$ cat src/rtl/icmp4_pkg.sv
// types and constants for the icmpv4 header anomaly checker
// no dependencies
package icmp4_pkg;

  localparam int EvW = 25;

  localparam logic [15:0] MinMtu    = 16'd576;
  localparam logic [12:0] FragMask  = 13'h1FFF;
  localparam logic [15:0] EnumSeq   = 16'd666;
  localparam logic [3:0]  IhlMask   = 4'h0f;
  localparam logic [15:0] MinInner  = 16'd20;
  localparam logic [15:0] AddrLen   = 16'd12;

  localparam logic CfgMask = 1'b0;
  localparam logic CfgCsum = 1'b1;

  typedef struct packed {
    logic [7:0]  data_byte;
    logic        last_byte;
    logic [31:0] outer_dst_addr;
    logic [15:0] outer_total_len;
    logic        outer_has_record_route;
    logic        outer_is_ipv6;
  } in_item_t;

  typedef struct packed {
    logic [EvW-1:0] event_flags;
    logic           accepted;
    logic [3:0]     header_len;
    logic [15:0]    payload_len;
    logic           orig_ports_valid;
    logic [15:0]    orig_src_port;
    logic [15:0]    orig_dst_port;
  } out_item_t;

  // message summary handed from the byte front end to the decoder
  typedef struct packed {
    logic [15:0] len;
    logic [7:0]  msg_type;
    logic [7:0]  msg_code;
    logic [15:0] seq;
    logic [7:0]  ver_ihl;
    logic [15:0] frag;
    logic [7:0]  proto;
    logic [31:0] ports;
    logic        csum_ok;
    logic [31:0] dst;
    logic [15:0] otot;
    logic        rr;
    logic        v6;
  } msg_sum_t;

endpackage

$ cat src/rtl/icmp4_decode.sv
// decoder: turns a message summary into the masked result, with output register
// uses icmp4_pkg
module icmp4_classify (
  input  logic                 clk,
  input  logic                 rst,
  input  logic [24:0]          event_enable_mask,
  input  logic                 checksum_check_enable,
  input  logic                 q_valid,
  input  icmp4_pkg::msg_sum_t  q_data,
  output logic                 q_pop,
  output logic                 out_valid,
  input  logic                 out_stall,
  output icmp4_pkg::out_item_t out_item
);
  import icmp4_pkg::*;

  out_item_t r;
  logic [24:0] ev;
  logic acc;
  logic [3:0] hl;
  logic [15:0] pay, elen, hlen;
  logic [7:0] t, c;
  logic [15:0] seq;

  assign q_pop = q_valid && (!out_valid || !out_stall);

  always_comb begin
    t = q_data.msg_type; c = q_data.msg_code; seq = q_data.seq;
    ev = '0; acc = 1'b1; hl = 4'd0; pay = '0;
    r = '0;
    hlen = {10'd0, q_data.ver_ihl[3:0] & IhlMask, 2'b00};
    elen = q_data.len - 16'd8;
    if (q_data.len < 16'd4) begin
      ev[0] = 1'b1; acc = 1'b0;
    end else begin
      case (t) inside
        8'd0, 8'd3, 8'd4, 8'd5, 8'd8, 8'd9, 8'd10, 8'd11, 8'd12, 8'd15, 8'd16:
          if (q_data.len < 16'd8) begin ev[1] = 1'b1; acc = 1'b0; end
        8'd13, 8'd14:
          if (q_data.len < MinInner) begin ev[2] = 1'b1; acc = 1'b0; end
        8'd17, 8'd18:
          if (q_data.len < AddrLen) begin ev[3] = 1'b1; acc = 1'b0; end
        default: ev[4] = 1'b1;
      endcase
    end
    if (acc) begin
      if (checksum_check_enable && !q_data.csum_ok) ev[5] = 1'b1;
      hl = 4'd4;
      if (t == 8'd8) begin
        if (q_data.dst == 32'hFFFFFFFF) ev[13] = 1'b1;
        if (q_data.dst[31:28] == 4'hE) ev[14] = 1'b1;
      end
      if (t == 8'd8 || t == 8'd0) begin
        hl = 4'd8;
      end else if (t == 8'd3 || t == 8'd4 || t == 8'd5 || t == 8'd11 || t == 8'd12) begin
        if (t == 8'd3 && c == 8'd4 && seq < MinMtu) ev[6] = 1'b1;
        hl = 4'd8;
        if (elen < MinInner) ev[7] = 1'b1;
        else if (q_data.ver_ihl[7:4] != 4'd4 && !q_data.v6) ev[8] = 1'b1;
        else if (elen < hlen) ev[9] = 1'b1;
        else if ((q_data.frag[12:0] & FragMask) != 13'd0) ev[10] = 1'b1;
        else if (elen - hlen < 16'd8) ev[11] = 1'b1;
        else begin
          if (q_data.otot > MinMtu) ev[12] = 1'b1;
          if (q_data.proto == 8'd6 || q_data.proto == 8'd17) begin
            r.orig_ports_valid = 1'b1;
            r.orig_src_port = q_data.ports[31:16];
            r.orig_dst_port = q_data.ports[15:0];
          end
        end
      end
      pay = q_data.len - {12'd0, hl};
      if (pay == 16'd0 && t == 8'd8) ev[15] = 1'b1;
      if (pay == 16'd0 && seq == EnumSeq) ev[16] = 1'b1;
      if (t == 8'd5 && c == 8'd1) ev[17] = 1'b1;
      if (t == 8'd5 && c == 8'd0) ev[18] = 1'b1;
      if (t == 8'd0 && q_data.rr) ev[19] = 1'b1;
      if (t == 8'd4 && c == 8'd0) ev[20] = 1'b1;
      if (pay == 16'd4 && t == 8'd8 && seq == 16'd0 && c == 8'd0) ev[21] = 1'b1;
      if (t == 8'd3 && c == 8'd13) ev[22] = 1'b1;
      if (t == 8'd3 && c == 8'd10) ev[23] = 1'b1;
      if (t == 8'd3 && c == 8'd9) ev[24] = 1'b1;
    end
    r.event_flags = ev & event_enable_mask;
    r.accepted = acc;
    r.header_len = hl;
    r.payload_len = pay;
  end

  always_ff @(posedge clk) begin
    if (rst) out_valid <= 1'b0;
    else if (q_pop) out_valid <= 1'b1;
    else if (!out_stall) out_valid <= 1'b0;
  end

  always_ff @(posedge clk) begin
    if (q_pop) out_item <= r;
  end

  assert property (@(posedge clk) disable iff (rst)
    (out_valid && out_item.accepted == 1'b0) |-> out_item.orig_ports_valid == 1'b0)
    else $error("ports on truncated header");
  assert property (@(posedge clk) disable iff (rst) (out_valid && out_stall) |=> out_valid)
    else $error("result dropped under stall");
  assert property (@(posedge clk) disable iff (rst)
    (out_valid && out_item.accepted) |-> out_item.header_len == 4'd4 || out_item.header_len == 4'd8)
    else $error("bad header length");
endmodule

$ cat config.mk
export PLATFORM = sky130hd
export DESIGN_NAME = icmp4_classify
export DESIGN_NICKNAME = d
export VERILOG_FILES = /design/src/rtl/icmp4_pkg.sv /design/src/rtl/icmp4_decode.sv
export SDC_FILE = /design/constraint.sdc
export NUM_CORES = 1
export LEC_CHECK = 0
export BUFFER_PORTS_ARGS = -buffer_cell sky130_fd_sc_hd__buf_2
export CELL_PAD_IN_SITES_DETAIL_PLACEMENT = 1
export CELL_PAD_IN_SITES_GLOBAL_PLACEMENT = 2
export CORE_MARGIN = 2
export CORE_UTILIZATION = 27
export DETAILED_ROUTE_END_ITERATION = 8
export GPL_TIMING_DRIVEN = 0
export PLACE_DENSITY_LB_ADDON = 0.2
export SYNTH_ARGS = -nofsm -noshare
export SYNTH_HDL_FRONTEND = slang
export SYNTH_SLANG_ARGS = --single-unit
$ cat constraint.sdc
create_clock -name clk -period 16.78 [get_ports clk]
set_input_delay 0.839 -clock clk [delete_from_list [all_inputs] [get_ports clk]]
set_output_delay 0.839 -clock clk [all_outputs]
set_load 0.01 [all_outputs]
After elaboration in Yosys (flattened, before gate mapping)
Index checks and enable logic that the tools add are counted.
Storage, ports and cells
  output and inout port bits: 81
  register bits after elaboration: 80
  input bits: 193
Operators by class
  mux-type cells: 56
  reduce and logical (&&, ||, !) cells: 38
  magnitude comparators: 9
  eq/ne operators: 27
  add/subtract/negate cells: 3
  bitwise operators: 4
Operators with widths (count)
  8-bit by 4-bit equality test with 1-bit output (second input constant): 11
  16-bit by 4-bit less-than comparator with 1-bit output (second input constant): 3
  1-bit two-way mux: 43
  33-bit two-way mux: 1
  32-bit equality test (second input constant): 1
  8-bit by 3-bit equality test with 1-bit output (second input constant): 4
  8-bit by 5-bit equality test with 1-bit output (second input constant): 4
  16-bit zero test: 2
  16-bit by 5-bit less-than comparator with 1-bit output (second input constant): 2
  25-bit bitwise AND: 1
  20-bit two-way mux: 1
  4-bit two-way mux: 5
  1-bit logical AND: 17
  16-bit by 10-bit equality test with 1-bit output (second input constant): 1
  16-bit by 3-bit equality test with 1-bit output (second input constant): 1
  16-bit by 10-bit > comparator with 1-bit output (second input constant): 1
  8-bit zero test: 2
  16-bit by 10-bit less-than comparator with 1-bit output (second input constant): 1
  16-bit by 3-bit less-than comparator with 1-bit output (second input constant): 1
  16-bit by 6-bit less-than comparator with 1-bit output: 1
  16-bit by 4-bit subtractor with 16-bit output: 1
  16-bit by 4-bit subtractor with 16-bit output (second input constant): 1
  16-bit by 6-bit subtractor with 16-bit output: 1
  7-bit two-way mux: 2
  other kinds (16): 29

Depth between registers and ports, before layout
Gate-level depths: netlist of run 1.
  depth after elaboration: 16
  mapped depth: 12
  depth with buffers taken out: 11

Worst setup path after synthesis of run 1
No wires, ideal clock.
  path kind: in2out
  start: in q_valid
  end: out q_pop
  arrival: 6.650 ns
  path slack: 9.291 ns
  path buffers: 0
  cell stages on the path: 1
  cell sequence: a21boi_0
On the way
  cells in the longest elaborated chain, start to end: 1
RTL lines
  from (decl): line icmp4_decode.sv:8  | input logic q_valid,
  1-bit logical AND: line icmp4_decode.sv:25  | assign q_pop = q_valid && (!out_valid || !out_stall);
  to (decl): line icmp4_decode.sv:10  | output logic q_pop,
Every way passes these cells.

==> metrics.yaml, run 1 <==
critical_path:
  cp-start-kind: "primary input"
  worst-r2r-setup-slack_ps: 15390
  crit_required_ps: 17000
  critPathTopFamily: "simple AND/OR/NAND/NOR gates"
  crit_buf_inv: 2
  crit_arrival_ps: 4380
  critPathMostFrequentCell: "nor4_1"
  timing.rr.end: "out_item[61]"
  end_kind: "flip-flop"
  crit_chain: "buf_2 > nor4_1 > o21a_1 > inv_1 > ha_1 > fa_1 > nand2_1 > xnor2_1 > or4_1 > nor4_1 > and4_1"
  r2r_start: "out_valid"
  rr_worst_depth: 3
  crit_start: "q_data[143]"
  crit_slowest_cell: "nor4_1"
  path_max_fanout: 7
  cpPeakStageDelay_ps: 970
  cp-endpoint: "out_item[75]"
  critical_path_class: "primary input to flip-flop"
  path_depth: 11
placement:
  dpl.hpwl_mm: 13.1
  placedCellCount: 893
  routabilityCongestion: 0.798
  io_buffers: 263
floorplan:
  core-area_um2: 16400
  fp.dieH_um: 133
  die_x_um: 133
  die-area_um2: 17600
  pin_count: 274
  fp-row-count: 47
  start_util_pct: 27.3
finish:
  mostFrequentLayoutCells: "270 x buf_2, 77 x edfxtp_1, 36 x and4_1, 34 x nor2_1, 25 x nor4_1"
  n_antenna_cell: 0
  final_common_cell: "buf_2"
  drive_gt1_share_pct: 44.4
  fin_cells: 909
  final_net_count: 885
  syn_to_final_growth_pct: 43.8
job:
  cap_violations: 0
timing:
  setup_violations: 0
  setup_tns_ps: 0
  fmax_ghz: 0.240
  finClkSkew_ps: 7.58
  tightest_slew_ps: 1140
  final_max_slew_viol_count: 0
  fin_crit_sh_pct: 24.8
  hold_viol_final: 0
  grt_setup_unrepaired: "false"
  relSlewSlack_pct: 23.4
  period_needed_ps: 4160
  timing.hold.ws_ps: 558
synth:
  syn_avg_cell_area_um2: 11.0
  yosys_warnings: 0
  synth_top_cell_by_area: "edfxtp_1"
  synthArstFlopShare_pct: 0
  synth-main-ff-cell: "edfxtp_1"
  ys_seq_elements: 78
  netlist_area_um2: 4480
  synthTopCellsByArea: "edfxtp_1 52%, and4_1 7.0%, nor4_1 3.5%, nor2_1 2.8%, xnor2_1 2.0%"
  synthCells: 406
  synth.distinct_cells: 56
  synth.top_cell.area_share_pct: 51.6
  synth.yosys.seq_area_share_pct: 52.1
  synth_edf_count: 77
clocking:
  clk_pin_slew_worst_paths_ps: 70
  clk_path_buf_depth: 2
  htreeDepth: 3
  ctsHoldBuffers: 0
  clock_latency_ps: 350
  post_cts_buffers: 0
  cts_tree: "yes"
  clock_sinks: 78
  cts_buffers: 9
  cts-resized-gates: 0
  cts_root_buffer: "clkbuf_16"
power_and_ir_drop:
  power.share.clock_pct: 38.8
  vdd_drop_max_mv: 0.0457
  power_frac_comb_pct: 15.9
  internal-power_mw: 0.365
  p_sw_mw: 0.136
  seqPwrFrac_pct: 45.3
  switching_share_pct: 27.1
  p_leak_nw: 2.77
  pwr_density_cell_nw_per_um2: 77.7
global_routing:
  grt_max_degree: 31
  grt_pass1_vias: 4710
  overflow: 0
  antenna_found_initial: 0
  grt_pass1_wl_mm: 24.6
  grt_usage_pct: 17.6
min_path:
  hp-start: "out_valid"
  min_path_type: "flip-flop to flip-flop"
status:
  status: "completed"
route:
  routed_wl_mm: 15.5
  drc_errors: 0
  num_vias: 4398
  avgRoutedWirePerCell_um: 17.1
  drt-pass1-iter-count: 4
  viasPerCell: 4.84
  initialDrtViolationCount: 113
  antenna_left: 0
power by group through the flow:
stage	logic, mW	registers, mW	clock network, mW
2_1_floorplan	0.0292	0.240	0
3_3_place_gp	0.0760	0.235	0
3_5_place_dp	0.0804	0.231	0
4_1_cts	0.0807	0.227	0.200
5_1_grt	0.0877	0.228	0.206
6_report	0.0795	0.227	0.195
sequential cells by signal (all words and copies together), names as in the netlist:
register,cells
out_item,77
out_valid,1
through the flow:
| step | util, % | worst slack (ps) | area [µm²] | total power [mW] |
|---|---|---|---|---|
| 2_1_floorplan | - | 9290 | 4480 | 0.269 |
| 3_3_place_gp | 37.0 | 5660 | 6080 | 0.311 |
| 3_5_place_dp | 37.5 | 12230 | 6150 | 0.312 |
| 4_1_cts | 39.3 | 12580 | 6440 | 0.508 |
| 5_1_grt | 39.3 | 12220 | 6440 | 0.521 |
| 6_report | 39.3 | 12620 | 6440 | 0.501 |
how the worst min path moves through the flow:
stage	to	slack, ps	cells past startpoint
final	out_valid	560	2
after global placement	out_valid	480	2
after detailed placement	out_valid	560	2
after CTS	out_valid	570	2
after floorplan	out_valid	530	2
after global routing	out_valid	600	2
cell type report:
type                            count  area, µm²
Inverter                           17       63.8
Buffer                             26        144
Clock inverter                      7       65.1
Timing Repair Buffer              266       1380
Multi-Input combinational cell    286       1960
Tap cell                          220        275
Fill cell                        1963       9960
Clock buffer                        9        225
Sequential cell                    78       2330
worst reg2reg max path: stages (launching register included):
cell	delay, ps
dfxtp_1	340
a21boi_4	310
buf_12	240
buf_16	200
synth_stat cells (6+ instances only):
cell and number:
a21oi_1 10, and2_1 8, and3_1 10, and4_1 36, buf_2 7, clkbuf_1 13, edfxtp_1 77, ha_1 6
inv_1 16, nand2_1 22, nand3_1 11, nand4_1 12, nor2_1 34, nor3_1 13, nor4_1 25, o21ai_0 8
or4_1 6, xnor2_1 10, xor2_1 9
cell families after synthesis:
kind of cell | synth area share, %
compound gates | 5.95
xor+xnor | 4.08
fa+ha+maj | 2.57
buf+inv | 4.64
flops | 52.1
other cells | 0.0837
simple gates | 30.6
layer usage:
layer	vias up	GRT usage, %	wire length, µm
li1	2135	-	-
met1	2093	21.5	6560
met2	154	31.1	7850
met3	16	2.99	870
met4	0	6.21	245
met5	-	0	0
Note: power is estimated with default switching activity, not from simulation.
==> inputs of run 2 (changes only) <==
--- a/config.mk
+++ b/config.mk
@@ -9,7 +9,7 @@
 export CELL_PAD_IN_SITES_DETAIL_PLACEMENT = 1
 export CELL_PAD_IN_SITES_GLOBAL_PLACEMENT = 2
 export CORE_MARGIN = 2
-export CORE_UTILIZATION = 27
+export CORE_UTILIZATION = 22
 export DETAILED_ROUTE_END_ITERATION = 8
 export GPL_TIMING_DRIVEN = 0
 export PLACE_DENSITY_LB_ADDON = 0.2
==> constraint.sdc (replaced) <==
create_clock -name clk -period 3.65 [get_ports clk]
set_input_delay 0.1825 -clock clk [delete_from_list [all_inputs] [get_ports clk]]
set_output_delay 0.1825 -clock clk [all_outputs]
set_load 0.01 [all_outputs]
==> metrics.yaml, run 2 (synthesized netlist as in run 1, its figures left out) <==
status:
  status: "completed"
critical_path:
  rr_worst_depth: 2
  path_max_fanout: 7
  cpPeakStageDelay_ps: 680
  critical_path_class: "primary input to flip-flop"
  r2r_start: "out_valid"
  end_kind: "flip-flop"
  crit_required_ps: 3860
  cp-endpoint: "out_item[75]"
  worst-r2r-setup-slack_ps: 1940
  crit_slowest_cell: "nor4_2"
  crit_arrival_ps: 3450
  crit_start: "q_data[143]"
  crit_chain: "buf_2 > nor4_2 > o21a_1 > inv_1 > ha_1 > fa_1 > nand2_1 > xnor2_1 > or4_1 > nor4_1 > and4_1"
  cp-start-kind: "primary input"
  timing.rr.end: "out_item[9]"
floorplan:
  pin_count: 274
  fp-row-count: 52
  core-area_um2: 20100
  die_x_um: 147
  die-area_um2: 21500
  start_util_pct: 22.3
  fp.dieH_um: 147
timing:
  fin_crit_sh_pct: 88.8
  setup_tns_ps: 0
  relSlewSlack_pct: 36.9
  period_needed_ps: 3240
  grt_setup_unrepaired: "false"
  hold_viol_final: 0
  finClkSkew_ps: 7.99
  fmax_ghz: 0.309
  final_max_slew_viol_count: 0
  setup_violations: 0
  timing.hold.ws_ps: 68.6
  tightest_slew_ps: 944
finish:
  largest_reg_flops: 77
  drive_gt1_share_pct: 44.1
  final_net_count: 885
  reg.largest.list: "out_item x77, out_valid x1"
  syn_to_final_growth_pct: 44.6
  n_fill_cell: 2360
  final_common_cell: "buf_2"
  n_antenna_cell: 0
  top_register: "out_item"
  mostFrequentLayoutCells: "270 x buf_2, 77 x edfxtp_1, 36 x and4_1, 34 x nor2_1, 24 x nor4_1"
placement:
  routabilityCongestion: 0.781
  io_buffers: 263
  dpl.hpwl_mm: 13.9
power_and_ir_drop:
  finalPower_mw: 2.28
  pwr_density_cell_nw_per_um2: 352
  p_leak_nw: 2.75
  vdd_drop_max_mv: 0.204
route:
  drt-pass1-iter-count: 4
  antenna_left: 0
  routed_wl_mm: 16.8
  initialDrtViolationCount: 134
  avgRoutedWirePerCell_um: 17.5
  viasPerCell: 4.65
  num_vias: 4456
  drc_errors: 0
global_routing:
  grt_max_degree: 32
  grt_pass1_vias: 4742
  overflow: 0
  grt_pass1_wl_mm: 25.9
  antenna_found_initial: 1
  grt_usage_pct: 15.4
clocking:
  cts_buffers: 9
  cts_root_buffer: "clkbuf_16"
  clock_sinks: 78
  clk_pin_slew_worst_paths_ps: 70
  htreeDepth: 3
  clock_latency_ps: 350
  cts_tree: "yes"
  clk_path_buf_depth: 2
job:
  cap_violations: 0
min_path:
  min_path_type: "primary input to flip-flop"
run 2: worst min path at each step:
stage            start        end  cells after the start
6_report       q_valid  out_valid                      3
5_1_grt        q_valid  out_valid                      3
4_1_cts        q_valid  out_valid                      3
3_5_place_dp       rst  out_valid                      2
3_3_place_gp       rst  out_valid                      2
2_1_floorplan      rst  out_valid                      1
run 2: worst max-delay path, delay by kind of cell:
family                   cells  cell delay, ps
AND/OR/NAND/NOR              5            1920
adder cells (fa/ha/maj)      2             690
AO/OA/AOI/OAI                1             310
buffers and inverters        2             220
XOR/XNOR                     1             110
run 2: power breakdown:
| group | leakage (nW) | switching, mW | internal, mW |
|---|---|---|---|
| clock | 0.135 | 0.407 | 0.467 |
| sequential | 0.763 | 0.0118 | 1.03 |
| combinational | 1.86 | 0.199 | 0.167 |
| total | 2.75 | 0.617 | 1.67 |
run 2: routing by layer:
layer | vias to the layer above | routed length (µm) | track usage (%)
met5 | - | 0 | 0
met4 | 0 | 279 | 4.47
met3 | 18 | 1100 | 3.54
met2 | 189 | 8130 | 26.8
met1 | 2124 | 7280 | 19.1
li1 | 2125 | - | -
run 2: per-stage QoR:
step	setup WS, ps	cell area [µm²]	std cells	util [%]
3_5_place_dp	-426	6190	942	30.8
6_report	410	6480	959	32.2
4_1_cts	31.8	6470	959	32.2
2_1_floorplan	538	4490	407	-
3_3_place_gp	-711	6140	940	30.6
5_1_grt	114	6480	959	32.2
run 2: repair_timing:
item,CTS,global route
endpoints found under the setup margin,0,3
hold buffers,1,0
endpoints found under the hold margin,1,0
resized for setup,0,1
setup buffers,0,0
run 2: final cells by class:
class / count / area [µm²] / share of cell area [%]
Clock inverter: 6 / 43.8 / 0.676
Buffer: 26 / 144 / 2.22
Clock buffer: 10 / 229 / 3.53
Tap cell: 270 / 338 / 5.21
Timing Repair Buffer: 266 / 1370 / 21.1
Multi-Input combinational cell: 286 / 1960 / 30.3
Inverter: 17 / 63.8 / 0.985
Sequential cell: 78 / 2330 / 36.0
==> inputs of run 3 (changes only) <==
--- a/config.mk
+++ b/config.mk
@@ -5,9 +5,10 @@
 export SDC_FILE = /design/constraint.sdc
 export NUM_CORES = 1
 export LEC_CHECK = 0
-export BUFFER_PORTS_ARGS = -buffer_cell sky130_fd_sc_hd__buf_2
+export BUFFER_PORTS_ARGS = -buffer_cell sky130_fd_sc_hd__buf_4
 export CELL_PAD_IN_SITES_DETAIL_PLACEMENT = 1
 export CELL_PAD_IN_SITES_GLOBAL_PLACEMENT = 2
+export CORE_ASPECT_RATIO = 1.5
 export CORE_MARGIN = 2
 export CORE_UTILIZATION = 22
 export DETAILED_ROUTE_END_ITERATION = 8
==> metrics.yaml, run 3 (synthesized netlist as in run 1, its figures left out) <==
timing:
  setup_ws_ps: 520
  fin_crit_sh_pct: 85.8
  grt_setup_unrepaired: "false"
  finClkSkew_ps: 10.0
  tightest_slew_ps: 976
  relSlewSlack_pct: 34.8
  final_max_slew_viol_count: 0
  setup_tns_ps: 0
  period_needed_ps: 3130
  fmax_ghz: 0.319
  hold_viol_final: 0
  setup_violations: 0
route:
  avgRoutedWirePerCell_um: 17.9
  num_vias: 4406
  antenna_left: 0
  initialDrtViolationCount: 223
  viasPerCell: 4.64
  drt-pass1-iter-count: 4
  drc_errors: 0
  routed_wl_mm: 17.0
clocking:
  clk_path_buf_depth: 2
  clock_latency_ps: 340
  cts_buffers: 9
  clock_sinks: 78
  clk_pin_slew_worst_paths_ps: 70
  post_cts_buffers: 0
  cts_tree: "yes"
  htreeDepth: 3
  cts_root_buffer: "clkbuf_16"
global_routing:
  grt_max_degree: 31
  grt_pass1_wl_mm: 25.5
  grt_usage_pct: 15.3
  grt_pass1_vias: 4814
  antenna_found_initial: 0
  overflow: 0
placement:
  placedCellCount: 932
  dpl_cell_area_um2: 6840
  routabilityCongestion: 0.775
  io_buffers: 263
  dpl.hpwl_mm: 14.1
  pre_cts_ws_ps: -167
critical_path:
  path_max_fanout: 10
  crit_arrival_ps: 3220
  cp-start-kind: "primary input"
  critical_path_class: "primary input to flip-flop"
  end_kind: "flip-flop"
  crit_required_ps: 3740
finish:
  n_antenna_cell: 0
  syn_to_final_growth_pct: 59.4
  mostFrequentLayoutCells: "265 x buf_4, 77 x edfxtp_1, 36 x and4_1, 34 x nor2_1, 24 x nor4_1"
  top_register: "out_item"
  fin_cells: 949
  final_common_cell: "buf_4"
  reg.largest.list: "out_item x77, out_valid x1"
  drive_gt1_share_pct: 44.4
  largest_reg_flops: 77
  stdcell_area_um2: 7140
  final_net_count: 885
floorplan:
  start_util_pct: 22.6
  core-area_um2: 19900
  pin_count: 274
  fp-row-count: 63
  die_x_um: 121
  die-area_um2: 21500
  fp.dieH_um: 179
power_and_ir_drop:
  finalPower_mw: 2.39
  p_leak_nw: 2.97
  vdd_drop_max_mv: 0.197
  pwr_density_cell_nw_per_um2: 334
status:
  status: "completed"
job:
  cap_violations: 0
min_path:
  min_path_type: "primary input to flip-flop"
run 3: changes by cell type in the layout (fill, tap and decap cells not counted):
cell,delta
buf_4,+263
clkinv_8,+1
clkinv_4,-1
buf_2,-263
clkinv_2,-1
clkinvlp_4,+3
clkbuf_1,-1
clkinv_1,-1
run 3: layout make-up:
class                           instances  area [µm²]
Fill cell                            2279       12700
Sequential cell                        78        2330
Buffer                                 26         144
Inverter                               17        63.8
Clock buffer                            9         225
Tap cell                              260         325
Multi-Input combinational cell        286        1960
Timing Repair Buffer                  266        2020
Clock inverter                          7        65.1
run 3: where the power goes:
group          total, mW  internal, mW  switching, mW
Combinational      0.444         0.245          0.199
Sequential          1.05          1.03         0.0135
Clock              0.896         0.475          0.421
Total               2.39          1.75          0.634
run 3: critical path, stage by stage:
cell and delay (ps):
buf_4 130, clkbuf_1 340, inv_1 250, ha_1 330, inv_1 60, ha_1 330
nor2b_1 150, o21ai_0 320, o311ai_0 300, xnor2_2 240, nand4_4 210, buf_6 210
and4_1 170
run 3: stage by stage:
stage | hold slack, ps | util (%)
final | 62.3 | 36.0
after global placement | 341 | 34.2
after detailed placement | 350 | 34.4
after global routing | 58.8 | 36.0
after CTS | 57.4 | 35.9
after floorplan | 255 | -
run 3: path summary, 6_finish.rpt:
kind / startpoint / end / slack, ps / cells past startpoint
setup reg to reg: out_valid / out_item[4] / 1910 / 2
hold reg to reg: out_valid / out_valid / 570 / 2
hold / removal: q_valid / out_valid / 60 / 3
setup / recovery: q_data[150] / out_item[4] / 520 / 13
run 3: per-layer routing:
layer  share of wire [%]  global-route usage (%)
met1                  36                    16.3
met2                  56                    30.0
met3                 5.8                    2.99
met4                 1.5                    4.12
met5                   0                       0
run 3: what timing repair did:
action,CTS,global route
hold buffers,1,0
endpoints found under the hold margin,1,0
gates resized for setup,0,1
setup endpoints to repair,0,2
